===== config.mk =====
export PLATFORM = sky130hd
export DESIGN_NAME = utf8_codepoint_substring_locator_flat
export DESIGN_NICKNAME = d
export VERILOG_FILES = /design/src/sv/ucsl_pkg.sv /design/src/sv/ucsl_if.sv /design/src/sv/utf8_codepoint_substring_locator.sv /design/src/flat_wrapper.sv
export VERILOG_INCLUDE_DIRS = /design/src /design/src/sv
export SDC_FILE = /design/constraint.sdc
export NUM_CORES = 1
export LEC_CHECK = 0
export ABC_AREA = 1
export BUFFER_PORTS_ARGS = -buffer_cell sky130_fd_sc_hd__buf_4
export CAP_MARGIN = 15
export CORE_MARGIN = 2
export CORE_UTILIZATION = 56
export CTS_CLUSTER_SIZE = 40
export DETAILED_ROUTE_END_ITERATION = 16
export PLACE_DENSITY = 0.84
export SLEW_MARGIN = 5
export SYNTH_ARGS = -nofsm -noshare
export SYNTH_HDL_FRONTEND = slang
export SYNTH_SLANG_ARGS = --single-unit

===== constraint.sdc =====
create_clock -name clk_i -period 4.7 [get_ports clk_i]
set_clock_uncertainty 0.05 [all_clocks]
set_input_delay 0.94 -clock clk_i [delete_from_list [all_inputs] [get_ports clk_i]]
set_output_delay 0.94 -clock clk_i [all_outputs]
set_load 0.005 [all_outputs]

===== src/sv/utf8_codepoint_substring_locator_assert.svh =====
// Assertion macros for the UTF-8 codepoint substring locator.
// Used inside modules that have clk_i and rst_ni in scope; no other dependencies.
`ifndef UTF8_CODEPOINT_SUBSTRING_LOCATOR_ASSERT_SVH
`define UTF8_CODEPOINT_SUBSTRING_LOCATOR_ASSERT_SVH

// Same-cycle implication, disabled during reset.
`define UCSL_ASSERT_IMPL(lbl, ante, cons) \
  lbl: assert property (@(posedge clk_i) disable iff (!rst_ni) (ante) |-> (cons)) \
    else $error("assertion failed: same-cycle implication");

// Next-cycle implication, disabled during reset.
`define UCSL_ASSERT_NEXT(lbl, ante, cons) \
  lbl: assert property (@(posedge clk_i) disable iff (!rst_ni) (ante) |=> (cons)) \
    else $error("assertion failed: next-cycle implication");

`endif


===== src/sv/ucsl_pkg.sv =====
// Package for the UTF-8 codepoint substring locator: types, sizes and helpers.
// No dependencies; used by the output channel interface and the top level.
package ucsl_pkg;

  // Byte counters wrap modulo this size; it must be a power of two.
  localparam int unsigned MAX_STRING_BYTES = 65536;
  localparam int unsigned POS_W            = $clog2(MAX_STRING_BYTES);
  localparam int unsigned OUT_W            = 16;

  typedef logic [POS_W-1:0] pos_t;
  typedef logic [OUT_W-1:0] out_len_t;

  typedef enum logic [1:0] {
    PH_DONE = 2'd0,
    PH_SKIP = 2'd1,
    PH_TAKE = 2'd2
  } phase_e;

  typedef enum logic [1:0] {
    KIND_EMPTY  = 2'd0,
    KIND_TO_END = 2'd1,
    KIND_RANGE  = 2'd2
  } result_kind_e;

  // Brings a byte counter to the 16-bit output width: truncate or zero-extend.
  function automatic out_len_t to_out(input pos_t v);
    logic [POS_W+OUT_W-1:0] w;
    w = {{OUT_W{1'b0}}, v};
    return w[OUT_W-1:0];
  endfunction

endpackage


===== src/sv/ucsl_if.sv =====
// Valid/ready channel interfaces for the UTF-8 codepoint substring locator.
// Depends on ucsl_pkg for the output field widths.
interface ucsl_in_if;
  logic               valid;
  logic               ready;
  logic        [7:0]  string_byte;
  logic               first_of_string;
  logic signed [31:0] start_index;
  logic signed [31:0] codepoint_count;

  modport source (output valid, string_byte, first_of_string, start_index,
                  codepoint_count, input ready);
  modport sink   (input valid, string_byte, first_of_string, start_index,
                  codepoint_count, output ready);
endinterface

interface ucsl_out_if;
  import ucsl_pkg::*;
  logic       valid;
  logic       ready;
  logic [1:0] result_kind;
  out_len_t   byte_offset;
  out_len_t   byte_length;

  modport source (output valid, result_kind, byte_offset, byte_length, input ready);
  modport sink   (input valid, result_kind, byte_offset, byte_length, output ready);
endinterface


===== src/sv/utf8_codepoint_substring_locator.sv =====
// Top level of the UTF-8 codepoint substring locator.
// Depends on ucsl_pkg, the channel interfaces in ucsl_if.sv and the assertion header.

// Takes one string byte per item and gives one result per string: empty, offset to
// string end, or offset and length in bytes. The first item of a string carries the
// codepoint start and count. The block accepts one item every cycle unless held off;
// an item enters an input register and is decoded from there into the result
// register, where the result stays until it is taken. Input is held off only
// while the result register is full and not taken. Byte offsets wrap modulo
// MAX_STRING_BYTES.
module utf8_codepoint_substring_locator (
  input  logic       clk_i,
  input  logic       rst_ni,
  ucsl_in_if.sink    in_i,
  ucsl_out_if.source out_o
);
  import ucsl_pkg::*;

  // Input register.
  logic               in_valid_q;
  logic        [7:0]  byte_q;
  logic               first_q;
  logic signed [31:0] start_q;
  logic signed [31:0] count_q;

  // Decoder state.
  phase_e      phase_q, phase_d;
  logic [31:0] left_q, left_d;
  logic [31:0] take_q, take_d;
  pos_t        pos_q, pos_d;
  pos_t        beg_q, beg_d;
  logic [1:0]  pend_q, pend_d;
  logic        nz_q, nz_d;

  // Result register.
  logic         out_valid_q;
  result_kind_e kind_q, kind_d;
  out_len_t     off_q, off_d;
  out_len_t     len_q, len_d;

  logic out_free;
  logic process;
  logic emit;

  assign out_free   = !out_valid_q || out_o.ready;
  assign process    = in_valid_q && out_free;
  assign in_i.ready = !in_valid_q || process;

  always_comb begin
    logic signed [32:0] s;
    logic signed [32:0] adj;
    logic               active;
    phase_d = phase_q;
    left_d  = left_q;
    take_d  = take_q;
    pos_d   = pos_q;
    beg_d   = beg_q;
    pend_d  = pend_q;
    nz_d    = nz_q;
    emit    = 1'b0;
    kind_d  = KIND_EMPTY;
    off_d   = '0;
    len_d   = '0;
    active  = 1'b1;
    s       = {start_q[31], start_q};
    adj     = {count_q[31], count_q};

    if (first_q) begin
      // A negative start moves to zero and lengthens the request accordingly.
      if (s < 0) begin
        adj = adj - s;
      end
      pos_d  = '0;
      beg_d  = '0;
      pend_d = '0;
      nz_d   = 1'b0;
      if (adj <= 0) begin
        emit    = 1'b1;
        phase_d = PH_DONE;
        active  = 1'b0;
      end else begin
        take_d = adj[31:0];
        if (s <= 0) begin
          phase_d = PH_TAKE;
          left_d  = adj[31:0];
        end else begin
          phase_d = PH_SKIP;
          left_d  = start_q[31:0];
        end
      end
    end

    if (active && phase_d != PH_DONE) begin
      pos_d = pos_d + 1'b1;
      if (pend_d == 2'd0) begin
        // Lead byte: length from the top bits, payload bits checked for a zero value.
        if (!byte_q[7]) begin
          pend_d = 2'd0;
          nz_d   = |byte_q;
        end else if (byte_q[7:5] == 3'b110) begin
          pend_d = 2'd1;
          nz_d   = |byte_q[4:0];
        end else if (byte_q[7:4] == 4'b1110) begin
          pend_d = 2'd2;
          nz_d   = |byte_q[3:0];
        end else begin
          pend_d = 2'd3;
          nz_d   = |byte_q[2:0];
        end
      end else begin
        if (|byte_q[5:0]) begin
          nz_d = 1'b1;
        end
        pend_d = pend_d - 2'd1;
      end

      if (pend_d == 2'd0) begin
        if (phase_d == PH_SKIP) begin
          if (!nz_d) begin
            emit    = 1'b1;
            phase_d = PH_DONE;
          end else if (left_d == 32'd1) begin
            left_d  = take_d;
            beg_d   = pos_d;
            phase_d = PH_TAKE;
          end else begin
            left_d = left_d - 32'd1;
          end
        end else begin
          if (!nz_d) begin
            emit    = 1'b1;
            phase_d = PH_DONE;
            kind_d  = KIND_TO_END;
            off_d   = to_out(beg_d);
          end else if (left_d == 32'd1) begin
            left_d  = 32'd0;
            emit    = 1'b1;
            phase_d = PH_DONE;
            kind_d  = KIND_RANGE;
            off_d   = to_out(beg_d);
            len_d   = to_out(pos_d - beg_d);
          end else begin
            left_d = left_d - 32'd1;
          end
        end
      end
    end
  end

  always_ff @(posedge clk_i or negedge rst_ni) begin
    if (!rst_ni) begin
      in_valid_q <= 1'b0;
    end else if (in_i.valid && in_i.ready) begin
      in_valid_q <= 1'b1;
    end else if (process) begin
      in_valid_q <= 1'b0;
    end
  end

  always_ff @(posedge clk_i) begin
    if (in_i.valid && in_i.ready) begin
      byte_q  <= in_i.string_byte;
      first_q <= in_i.first_of_string;
      start_q <= in_i.start_index;
      count_q <= in_i.codepoint_count;
    end
  end

  always_ff @(posedge clk_i or negedge rst_ni) begin
    if (!rst_ni) begin
      phase_q <= PH_DONE;
      left_q  <= '0;
      take_q  <= '0;
      pos_q   <= '0;
      beg_q   <= '0;
      pend_q  <= '0;
      nz_q    <= 1'b0;
    end else if (process) begin
      phase_q <= phase_d;
      left_q  <= left_d;
      take_q  <= take_d;
      pos_q   <= pos_d;
      beg_q   <= beg_d;
      pend_q  <= pend_d;
      nz_q    <= nz_d;
    end
  end

  always_ff @(posedge clk_i or negedge rst_ni) begin
    if (!rst_ni) begin
      out_valid_q <= 1'b0;
    end else if (out_free) begin
      out_valid_q <= process && emit;
    end
  end

  always_ff @(posedge clk_i) begin
    if (process && emit) begin
      kind_q <= kind_d;
      off_q  <= off_d;
      len_q  <= len_d;
    end
  end

  assign out_o.valid       = out_valid_q;
  assign out_o.result_kind = kind_q;
  assign out_o.byte_offset = off_q;
  assign out_o.byte_length = len_q;

`include "utf8_codepoint_substring_locator_assert.svh"

  `UCSL_ASSERT_NEXT(a_emit_ends_string, process && emit, out_valid_q && phase_q == PH_DONE)
  `UCSL_ASSERT_IMPL(a_len_only_range, out_valid_q && kind_q != KIND_RANGE, len_q == '0)
  `UCSL_ASSERT_IMPL(a_done_no_pending, phase_q == PH_DONE, pend_q == 2'd0)
  `UCSL_ASSERT_IMPL(a_hold_when_full, in_valid_q && !out_free, !in_i.ready)

endmodule

===== src/flat_wrapper.sv =====
// flat-port wrapper written by rule: the top's interface ports become plain ports
module utf8_codepoint_substring_locator_flat import ucsl_pkg::*;
  (clk_i, rst_ni, in_i_valid, in_i_string_byte, in_i_first_of_string, in_i_start_index, in_i_codepoint_count, in_i_ready, out_o_valid, out_o_result_kind, out_o_byte_offset, out_o_byte_length, out_o_ready);
  ucsl_in_if in_i_i ();
  ucsl_out_if out_o_i ();
  input  logic clk_i;
  input  logic rst_ni;
  input wire logic [$bits(in_i_i.valid)-1:0] in_i_valid;
  input wire logic [$bits(in_i_i.string_byte)-1:0] in_i_string_byte;
  input wire logic [$bits(in_i_i.first_of_string)-1:0] in_i_first_of_string;
  input wire logic [$bits(in_i_i.start_index)-1:0] in_i_start_index;
  input wire logic [$bits(in_i_i.codepoint_count)-1:0] in_i_codepoint_count;
  output wire logic [$bits(in_i_i.ready)-1:0] in_i_ready;
  output wire logic [$bits(out_o_i.valid)-1:0] out_o_valid;
  output wire logic [$bits(out_o_i.result_kind)-1:0] out_o_result_kind;
  output wire logic [$bits(out_o_i.byte_offset)-1:0] out_o_byte_offset;
  output wire logic [$bits(out_o_i.byte_length)-1:0] out_o_byte_length;
  input wire logic [$bits(out_o_i.ready)-1:0] out_o_ready;
  assign in_i_i.valid = in_i_valid;
  assign in_i_i.string_byte = in_i_string_byte;
  assign in_i_i.first_of_string = in_i_first_of_string;
  assign in_i_i.start_index = in_i_start_index;
  assign in_i_i.codepoint_count = in_i_codepoint_count;
  assign in_i_ready = in_i_i.ready;
  assign out_o_valid = out_o_i.valid;
  assign out_o_result_kind = out_o_i.result_kind;
  assign out_o_byte_offset = out_o_i.byte_offset;
  assign out_o_byte_length = out_o_i.byte_length;
  assign out_o_i.ready = out_o_ready;
  utf8_codepoint_substring_locator u_core (.clk_i(clk_i), .rst_ni(rst_ni), .in_i(in_i_i), .out_o(out_o_i));
endmodule

== After elaboration in Yosys (flattened, before gate mapping) ==
Cells that the tools add are included.
Word-level totals
  bits in registers: 210
  latch bits: 0
  memory bits (writable): 0
  bits in read-only memories: 0
  input bits: 77
  output and inout port bits: 36
  word-level logic and storage cells: 116
  memories kept: 0
Cells by class
  add/sub/neg operators: 5
  multiply operators: 0
  divide/modulo/power cells: 0
  order comparisons: 3
  equality and inequality tests: 4
  shift operators: 0
  multiplexer cells: 63
  bitwise logic cells: 4
  reduce and logical (&&, ||, !) cells: 20
Operators with widths (number)
  32-bit two-way mux: 12
  16-bit two-way mux: 10
  33-bit two-way mux: 2
  2-bit two-way mux: 17
  33-bit by 1-bit <= comparator with 1-bit output (second input constant): 1
  32-bit by 32-bit subtractor with 33-bit output: 1
  32-bit by 1-bit equality test with 1-bit output (second input constant): 1
  32-bit by 1-bit <= comparator with 1-bit output (second input constant): 1
  32-bit by 1-bit less-than comparator with 1-bit output (second input constant): 1
  32-bit by 1-bit subtractor with 32-bit output (second input constant): 1
  1-bit two-way mux: 22
  16-bit by 1-bit adder with 16-bit output (second input constant): 1
  16-bit subtractor: 1
  5-bit OR reduction: 2
  4-bit OR reduction: 2
  8-bit OR reduction: 1
  3-bit OR reduction: 2
  6-bit OR reduction: 1
  4-bit equality test (second input constant): 1
  1-bit logical AND: 4
  2-bit logical NOT: 2
  1-bit NOT: 4
  2-bit nonzero test: 2
  3-bit equality test (second input constant): 1
  4 further kinds: 6

== Logic depth before layout (Yosys ltp) ==
  word-level depth: 14
  mapped depth: 37
  mapped depth without buffers: 36

== Worst setup path after synthesis ==
No wires, ideal clock.
  path type: reg-to-reg
  start: register u_core.count_q[0]
  end: register u_core.len_q[0] (netlist: u_core.out_o.byte_length[0]) (enable)
  library setup time: 0.389 ns
  arrival time: 4.550 ns
  data required time: 4.261 ns
  slack: -0.289 ns
  stages on the path, launching flop included: 32
  path buffers: 2
  clock period less this slack: 4.989 ns
  cells stage by stage: edfxtp_1 > inv_1 > ha_1 > inv_1 > fa_1 > nand3_1 > nand3_1 > nand3_1 > nand3_1 > nand2_1 > nand2_1 > nand2_1 > nand3_1 > xor2_1 > o21ai_0 > clkinv_1 > nand3_4 > buf_6 > buf_4 > nand2_1 > nand3_1 > ha_1 > nand2_1 > nor2_1 > nand2_2 > nor2_4 > nand2_4 > nand2_4 > nand2_1 > o21ai_1 > nand2_1 > inv_1
On the way
  cells in the longest elaborated chain, start to end: 13
  elaborated cells between the ends (all ways): 24
  those cells by class: add/sub: 1; order compare: 1; eq/ne: 2; mux: 17; reduce/logical: 3
RTL lines
  start, declared: RTL line utf8_codepoint_substring_locator.sv:24  | logic signed [31:0] count_q;
  start signal, assigned: RTL line utf8_codepoint_substring_locator.sv:165  | count_q <= in_i.codepoint_count;
  32-bit by 32-bit subtractor with 33-bit output: RTL line utf8_codepoint_substring_locator.sv:71  | adj = adj - s;
  33-bit two-way mux *: RTL line utf8_codepoint_substring_locator.sv:70  | if (s < 0) begin
  33-bit two-way mux *: RTL line utf8_codepoint_substring_locator.sv:68  | if (first_q) begin
  33-bit by 1-bit <= comparator with 1-bit output or 32-bit two-way mux (tied branches): RTL line utf8_codepoint_substring_locator.sv:77, utf8_codepoint_substring_locator.sv:83
  32-bit two-way mux: RTL line utf8_codepoint_substring_locator.sv:77  | if (adj <= 0) begin
  32-bit two-way mux: RTL line utf8_codepoint_substring_locator.sv:68
  32-bit by 1-bit equality test with 1-bit output: RTL line utf8_codepoint_substring_locator.sv:135  | end else if (left_d == 32'd1) begin
  1-bit two-way mux: RTL line utf8_codepoint_substring_locator.sv:135
  1-bit two-way mux: RTL line utf8_codepoint_substring_locator.sv:130  | if (!nz_d) begin
  1-bit two-way mux: RTL line utf8_codepoint_substring_locator.sv:118  | if (phase_d == PH_SKIP) begin
  1-bit two-way mux: RTL line utf8_codepoint_substring_locator.sv:117  | if (pend_d == 2'd0) begin
  1-bit two-way mux *: RTL line utf8_codepoint_substring_locator.sv:93  | if (active && phase_d != PH_DONE) begin
  1-bit logical AND *: RTL line utf8_codepoint_substring_locator.sv:198  | if (process && emit) begin
  end signal, assigned: RTL line utf8_codepoint_substring_locator.sv:201  | len_q <= len_d;
  end, declared: RTL line utf8_codepoint_substring_locator.sv:39  | out_len_t len_q, len_d;
Mark *: on every way between the ends. The rest lies on a longest branch, timed or not. The select of a mux whose other input is x is not followed.
A chain may end at the register's enable or synchronous reset.

== Final worst setup path ==
  start: register u_core.count_q[11]
  end: register u_core.len_q[14] (netlist: u_core.out_o.byte_length[14]) (enable)
Same word-level chain as after synthesis.

==> reports/qor.txt <==
Largest fanout on the critical path = 8
Critical path's most frequent cell = nand2_2
Buf/Inv on CP = 5
# DRC = 0
Main synth FF type = edfxtp_1
Failing checks = negative setup slack
H-tree Lvls = 1
Crit path kind = reg -> reg
Mapped Area = 15,400 sq um
Die Y = 170 um
Yosys top cell by area = edfxtp_1
Num rows = 60
Setup TNS = -3.03 ns
Critical path's largest stage delay = 0.41 ns
Pre-CTS setup slack = -0.123 ns
Worst EP required = 4.91 ns
Largest net degree at the start of global routing = 102
Crit share post-route = 102%
CTS Hold Buffers Added = 0
Part of the Yosys area used for sequential elements = 37.6%
Post-Syn Instances = 2,286
DIE WIDTH = 170 um
Unrepaired setup endpoints after global routing = yes
I/O pins = 113
Critical-path top delay cell = edfxtp_1
DR WL/cell = 17.7 um
Max frequency = 208 MHz
Hold Violations, Final = 0
Synth warnings = 0
Startpoint Class = flip-flop
Share of post-route cells with drive strength above 1 = 20.2%
Worst EP arrival = 5.02 ns
Fin area = 19,300 sq um
Power per Cell Area = 394 nW/um^2
Worst setup EP type = flip-flop
VDD IR max = 354 uV
Top-count cell post-synth = nand2_1
Delay-heaviest family, CP = simple AND/OR/NAND/NOR gates
Total CTS buffers = 25
DIE AREA = 28,800 sq um
Setup ws final = -0.109 ns
Area share of the largest cell type after synthesis = 20.9%
CTS Sinks = 210
Routed vias/inst = 5.75
IO Port Bufs = 112
Worst-margin pin slew = 1.10 ns
Count of cell types in the netlist = 46
Hpwl dp = 36.4 mm
Max cap viols = 0
Final min period = 4.81 ns
Mapped Nets = 2,415
ANT cells = 0
Root buffer cell = clkbuf_16
GPL Wtd Cong = 1.00
Routed WL = 51.2 mm
Pre-Repair DR Iteration Count = 10
Async S/R FF share, synth = 49.0%
Post-Place Cell Area = 17,500 sq um
DRT antenna net count = 0
Later-pin clock latency in the skew report = 0.54 ns
Final net count = 2,655
Layout area overhead = 25.6%
List of most frequent post-synthesis cells = nand2_1 (767), inv_1 (345), nor2_1 (210)
Hold Crit Class = in -> async
Clk pin slew, worst setup/hold paths = 0.06 ns
Via Count = 16,600
Status = complete, but fails checks
Synth top area cells = edfxtp_1 (21%), nand2_1 (19%), dfrtp_1 (17%)
Clk buf depth = 3
Core area = 27,000 sq um
Fillers = 2,127
Overall Power = 7610 uW
Total Routing Usage GR = 34.0%
Relative slew slack = 26.8%
Pleak = 0.00975 uW
Post-synth EDFFs = 107
CTS tree = yes
Antenna violations before repair = 0
Synthesized flop and latch total = 210
First-pass GRT wire length = 78.1 mm
Setup violators final = 34
Syn_area_per_cell = 6.73 sq um
Drt initial violations = 1,828
Initial Utilization = 57.1%
Grt total ovfl = 0
Vias in the first global route = 15,200
Final Max Tran Viols = 0
[registers in the layout, indices dropped and copies added, names as in the netlist]
register	cells
u_core.in_valid_q	1
u_core.out_o.byte_offset	16
u_core.left_q	32
u_core.beg_q	16
u_core.count_q	32
u_core.start_q	32
u_core.out_o.valid	1
u_core.out_o.result_kind	2
u_core.phase_q	2
u_core.nz_q	1
u_core.pend_q	2
u_core.pos_q	16
u_core.out_o.byte_length	16
u_core.take_q	32
u_core.first_q	1
u_core.byte_q	8
[metal layers]
metal / vias up / share of wire [%] / global-route usage (%)
met5: - / 0 / 0
met1: 7702 / 42 / 47.7
met2: 963 / 44 / 53.1
li1: 7784 / - / -
met3: 151 / 10 / 5.71
met4: 0 / 3.7 / 12.1
[timing repair]
| item | 4_1_cts | 5_1_grt |
|---|---|---|
| resized for setup | 27 | 139 |
| pin swaps | 4 | 43 |
| cloned | 2 | 8 |
| setup endpoints to repair | 52 | 115 |
| buffers inserted | 6 | 27 |
[power by group]
part | internal [uW] | switching (uW) | total [uW]
Clock | 1040 | 789 | 1830
Combinational | 1260 | 2050 | 3310
Sequential | 2290 | 180 | 2470
Total | 4580 | 3020 | 7610
[worst paths after layout]
path	slack, ns	to	startpoint	cells past startpoint
max	-0.11	u_core.out_o.byte_length[14]	u_core.count_q[11]	31
min	0.29	u_core.beg_q[7]	rst_ni	1
max reg2reg	-0.11	u_core.out_o.byte_length[14]	u_core.count_q[11]	31
min reg2reg	0.43	u_core.left_q[28]	u_core.left_q[28]	2
max in group asynchronous	3.40	u_core.take_q[25]	rst_ni	2
min in group clk_i	0.43	u_core.left_q[28]	u_core.left_q[28]	2
[cells by family after synthesis]
logic type / count (synthesis) / share of synthesized area [%]
flops: 210 / 37.6
xor+xnor: 39 / 2.22
buf+inv: 434 / 11.0
simple gates: 1263 / 34.8
compound gates: 288 / 9.95
fa+ha+maj: 52 / 4.33
[cells in the final DEF, fill, tap and decap left out, drive strengths merged, types with 28 or more instances in the layout]
cell	instances
edfxtp	107
o21ai	151
nor2	222
a31oi	28
inv	352
nand2	782
a21oi	91
nand3	147
buf	285
nand4	61
dfrtp	103
xor2	31
ha	50
clkbuf	38
[through the flow]
stage,utilization (%),instances,hold slack (ns)
6_report,71.7,2886,0.293
5_1_grt,71.7,2886,0.312
4_1_cts,68.4,2852,0.298
3_5_place_dp,64.9,2798,0.415
3_3_place_gp,64.9,2798,0.412
2_1_floorplan,-,2286,0.398
[final cells by class]
type / instances / area [sq um] / share of cell area [%]
repair buffers: 292 / 2530 / 13.1
well taps: 341 / 427 / 2.21
clock buffers: 31 / 648 / 3.35
multi-input cells: 1643 / 8480 / 43.9
flip-flops and latches: 210 / 5790 / 30.0
inverters: 354 / 1330 / 6.90
clock inverters: 15 / 113 / 0.583
No activity file was read; power rests on OpenSTA's default activity.
